<file path="src/rtl/cau_pkg.sv">
// ----------------------------------------------------------------------------
// cau_pkg
// shared types and defaults of the complex arithmetic unit
// ----------------------------------------------------------------------------
`default_nettype none

package cau_pkg;

    localparam int WORD_BITS_DEF = 16;
    localparam int FRAC_BITS_DEF = 12;

    typedef enum logic [2:0] {
        ACT_ADD  = 3'd0,
        ACT_SUB  = 3'd1,
        ACT_MUL  = 3'd2,
        ACT_DIV  = 3'd3,
        ACT_CONJ = 3'd4
    } act_t;

    typedef struct packed {
        logic vld;
        act_t act;
        logic dz;
        logic oth_sat;
        logic neg_re;
        logic neg_im;
        logic big_re;
        logic big_im;
    } ctl_t;

endpackage

`default_nettype wire

</file>
<file path="src/rtl/cau_div_step.sv">
// ----------------------------------------------------------------------------
// cau_div_step
// one restoring quotient bit for the real and imaginary parts
// ----------------------------------------------------------------------------
`default_nettype none

module cau_div_step #(
    parameter int WORD_BITS = 16,
    parameter int FRAC_BITS = 12,
    parameter int SHIFT     = 0
) (
    input  wire logic                          aclk,
    input  wire logic                          aresetn,
    input  wire logic                          ce,
    input  wire cau_pkg::ctl_t                 ctl_i,
    input  wire logic [WORD_BITS-1:0]          oth_re_i,
    input  wire logic [WORD_BITS-1:0]          oth_im_i,
    input  wire logic [3*WORD_BITS+FRAC_BITS+1:0] rem_re_i,
    input  wire logic [3*WORD_BITS+FRAC_BITS+1:0] rem_im_i,
    input  wire logic [2*WORD_BITS-1:0]        den_i,
    input  wire logic [WORD_BITS:0]            q_re_i,
    input  wire logic [WORD_BITS:0]            q_im_i,
    output cau_pkg::ctl_t                      ctl_o,
    output logic [WORD_BITS-1:0]               oth_re_o,
    output logic [WORD_BITS-1:0]               oth_im_o,
    output logic [3*WORD_BITS+FRAC_BITS+1:0]   rem_re_o,
    output logic [3*WORD_BITS+FRAC_BITS+1:0]   rem_im_o,
    output logic [2*WORD_BITS-1:0]             den_o,
    output logic [WORD_BITS:0]                 q_re_o,
    output logic [WORD_BITS:0]                 q_im_o
);
    import cau_pkg::*;

    localparam int W  = WORD_BITS;
    localparam int RW = 3 * W + FRAC_BITS + 2;
    localparam logic [W:0] QBIT = (W+1)'(1) << SHIFT;

    ctl_t          ctl_reg;
    logic [W-1:0]  oth_re_reg, oth_im_reg;
    logic [RW-1:0] rem_re_reg, rem_im_reg, rem_re_next, rem_im_next;
    logic [2*W-1:0] den_reg;
    logic [W:0]    q_re_reg, q_im_reg, q_re_next, q_im_next;
    logic [RW-1:0] dsh;

    always_comb begin
        dsh = RW'(den_i) << SHIFT;
        if (rem_re_i >= dsh) begin
            rem_re_next = rem_re_i - dsh;
            q_re_next   = q_re_i | QBIT;
        end else begin
            rem_re_next = rem_re_i;
            q_re_next   = q_re_i;
        end
        if (rem_im_i >= dsh) begin
            rem_im_next = rem_im_i - dsh;
            q_im_next   = q_im_i | QBIT;
        end else begin
            rem_im_next = rem_im_i;
            q_im_next   = q_im_i;
        end
    end

    always_ff @(posedge aclk) begin
        if (!aresetn) begin
            ctl_reg.vld <= 1'b0;
        end else if (ce) begin
            ctl_reg.vld <= ctl_i.vld;
        end
    end

    always_ff @(posedge aclk) begin
        if (ce) begin
            ctl_reg.act     <= ctl_i.act;
            ctl_reg.dz      <= ctl_i.dz;
            ctl_reg.oth_sat <= ctl_i.oth_sat;
            ctl_reg.neg_re  <= ctl_i.neg_re;
            ctl_reg.neg_im  <= ctl_i.neg_im;
            ctl_reg.big_re  <= ctl_i.big_re;
            ctl_reg.big_im  <= ctl_i.big_im;
            oth_re_reg      <= oth_re_i;
            oth_im_reg      <= oth_im_i;
            rem_re_reg      <= rem_re_next;
            rem_im_reg      <= rem_im_next;
            den_reg         <= den_i;
            q_re_reg        <= q_re_next;
            q_im_reg        <= q_im_next;
        end
    end

    assign ctl_o    = ctl_reg;
    assign oth_re_o = oth_re_reg;
    assign oth_im_o = oth_im_reg;
    assign rem_re_o = rem_re_reg;
    assign rem_im_o = rem_im_reg;
    assign den_o    = den_reg;
    assign q_re_o   = q_re_reg;
    assign q_im_o   = q_im_reg;

endmodule

`default_nettype wire

</file>
<file path="config.mk">
export PLATFORM = sky130hd
export DESIGN_NAME = cau_div_step
export DESIGN_NICKNAME = d
export VERILOG_FILES = /design/src/rtl/cau_pkg.sv /design/src/rtl/cau_div_step.sv
export SDC_FILE = /design/constraint.sdc
export NUM_CORES = 1
export LEC_CHECK = 0
export BUFFER_PORTS_ARGS = -buffer_cell sky130_fd_sc_hd__buf_4
export CORE_AREA = 2 2 180 182
export CTS_BUF_LIST = sky130_fd_sc_hd__clkbuf_16
export CTS_CLUSTER_SIZE = 30
export DETAILED_ROUTE_END_ITERATION = 10
export DIE_AREA = 0 0 182 184
export PLACE_DENSITY = 0.69
export SETUP_SLACK_MARGIN = 0.05
export SYNTH_ARGS = -nofsm -noshare
export SYNTH_HDL_FRONTEND = slang
export SYNTH_SLANG_ARGS = --single-unit
</file>
<file path="constraint.sdc">
create_clock -name aclk -period 4 [get_ports aclk]
set_input_delay 0.4 -clock aclk [delete_from_list [all_inputs] [get_ports aclk]]
set_output_delay 0.4 -clock aclk [all_outputs]
set_load 0.01 [all_outputs]
</file>
==> run metrics <==
post-synth top area cell=edfxtp_1; most common cell after layout, fill and taps aside=buf_4; startpoint types=primary input; Final Hold Fails=0; Seq/Total Area, Yosys=0.526; status=finished, final reports clean; Worst Hold Depth=1; Crit. path cell count=12; Antenna Violating Nets Remaining=0; Pwr per Cell Area=384 nW/um^2; nets=1,999; commonest non-fill, non-tap cells in the layout=buf_4 (479), edfxtp_1 (231), a21oi_1 (125); synth top area cells=edfxtp_1 (52%), ha_1 (6.1%), a21oi_1 (4.7%), xor2_1 (4.0%), xnor2_1 (3.4%); Worst Setup EP=rem_im_o[32]; clk_skew=0 ns; Yosys cell types=75; antenna violations before repair=4; Setup WS pre-CTS=0.266 ns; CTS tree=built; number of global-route vias before repair=11,256; synthesized area per cell=10.7 um^2; core outline area=31,400 um^2; post-synth top area share=0.524; post-DR wirelength/cell=21.4 um; GR Layer Usage met1=0.328; Layout fillers=2,770; critical path capture point type=flip-flop; worst setup path class=primary input to flip-flop; Layout Utilization=0.572; Reg clk slew, reported paths=0.06 ns; worst r2r src=ctl_o[9]; #FFs+latches synth=232; met2 Usage GRT=0.430; via/cell ratio=5.53; synthesized instance count=1,231; CP max stage cell=nor4_1; IO buf count=466; drt total wl=45,400 um; GRT Max-Usage Layer=met2; TritonRoute pass-1 iters=5; worst reg-to-reg setup slack=3.42 ns; Clock Path Buffers=3; Crit path arrival time=3.51 ns; Root Buffer=clkbuf_16; min Tclk post-route=3.24 ns; R2R cell count=2; EDFF count, synth=231; overall routing resource usage=0.258; CP peak stage delay=0.66 ns; Syn-to-layout area delta=35.6%; Final WS setup=0.763 ns; worst slew pin tran=0.921 ns; routability cong.=0.956; Die W=182 um; area of the die=33,500 um^2; Detailed Place HPWL=36,200 um; ys async rst share=0; DRC viols=0; max_cap viols=0; FMAX=0.309 GHz; r2r endpoint=ctl_o[9]; Slew Limit Fails=0; Die H=184 um; Mapped Area=13,200 um^2; CP bufs+invs=3; Setup TNS=0 ns; global route overflow=0; # clock sinks=232; ratio of final minimum period to clock period=0.809; Slew HR=0.370; H-tree depth=1; Hold Path Class=primary input to flip-flop; initial core utilization=0.421; total CTS buffers=26; Synth Flop Type=edfxtp_1; IO Count=467; P_leak=7.49 nW; cell family with most CP delay=simple AND/OR/NAND/NOR gates; layout cell share with drive strength beyond 1=0.313; largest net degree at the start of global routing=91; cts hold-fix bufs=0; critical-path maximum fanout=11; synth warn=0; setup violators final=0; CTS resizes=0; CP Cell Sequence=buf_4, inv_1, ha_1, nand4_1, nor4_1, nand4_1, o21ai_1, nor2_1, and2_1, buf_4, nor4_1, xor2_1; Vias=11,735; row count=65; Peak VDD IR=0.000335 V; unrepaired setup endpoints after global routing=false; syn nets=1,532; Setup Fix Bufs, Post-CTS=0; DR iter-0 viols=935; worst skew pair latency=0.53 ns; CP Launch Point=den_i[31]; met3 Track Usage GR=0.0606; CP required=4.27 ns; first-pass GRT wire length=66,400 um
-- area by class of cell --
| cell class | count | area (um^2) | area share |
|---|---|---|---|
| inverters | 55 | 206 | 0.0115 |
| well taps | 402 | 503 | 0.0280 |
| clock inverters | 19 | 91.3 | 0.00509 |
| multi-input cells | 901 | 5880 | 0.327 |
| repair buffers | 482 | 3650 | 0.203 |
| clock buffers | 26 | 651 | 0.0363 |
| diodes | 4 | 10.0 | 0.000558 |
| flip-flops and latches | 232 | 6960 | 0.388 |
-- cells by family (layout without fill, tap and decap cells) --
kind of cell    after synthesis  count (layout)  synth area share
compound gates              299             299             0.141
xor+xnor                    112             112            0.0741
fa+ha+maj                    66              66            0.0635
buf+inv                      98             582            0.0301
flops                       232             232             0.526
mux                           3               3           0.00236
other cells                   0               4                 0
simple gates                421             421             0.163
-- synth_stat cells, drive strengths merged, types with 8 or more instances --
cell type / instances
nand3b: 8
ha: 64
and3: 11
edfxtp: 231
a21o: 24
nor2: 115
nor3: 42
or4: 8
nor4: 22
xnor2: 51
xor2: 61
nand4b: 8
a21oi: 125
inv: 55
a211oi: 8
nand4: 26
o21bai: 9
o211ai: 8
clkbuf: 28
and2: 11
nand2: 87
or3: 13
buf: 15
nand3: 27
nand2b: 17
o21ai: 64
o21a: 11
-- sequential cells by signal (all words and copies together), names as in the netlist --
signal,flops
rem_im_o,62
q_im_o,17
oth_re_o,16
rem_re_o,62
ctl_o,10
oth_im_o,16
den_o,32
q_re_o,17
-- how the worst min path moves through the flow --
stage                            from     endpoint
after global placement       ctl_o[9]     ctl_o[9]
after global routing       q_im_i[16]   q_im_o[16]
final                     oth_re_i[1]  oth_re_o[1]
after detailed placement     ctl_o[9]     ctl_o[9]
after CTS                 oth_re_i[1]  oth_re_o[1]
after floorplan              ctl_i[0]     ctl_o[0]
-- routing by layer --
metal / vias up / share of wire
met4: 0 / 0.034
met1: 5495 / 0.39
li1: 5535 / -
met2: 629 / 0.48
met5: - / 0
met3: 76 / 0.094
-- metrics by stage --
step | cells | area [um^2] | hold slack [ns] | total power [W]
final | 2121 | 17900 | 0.0321 | 0.00690
after global routing | 2121 | 17900 | 0.00692 | 0.00719
after floorplan | 1231 | 13200 | 0.499 | 0.00389
after CTS | 2117 | 17900 | 0.00295 | 0.00695
after global placement | 2072 | 17200 | 0.506 | 0.00480
after detailed placement | 2072 | 17200 | 0.511 | 0.00481
-- power breakdown --
group / switching [W] / internal [W]
clock network: 0.000952 / 0.00117
logic: 0.000927 / 0.000775
registers: 0.0000877 / 0.00299
(Power assumes the default switching activity.)
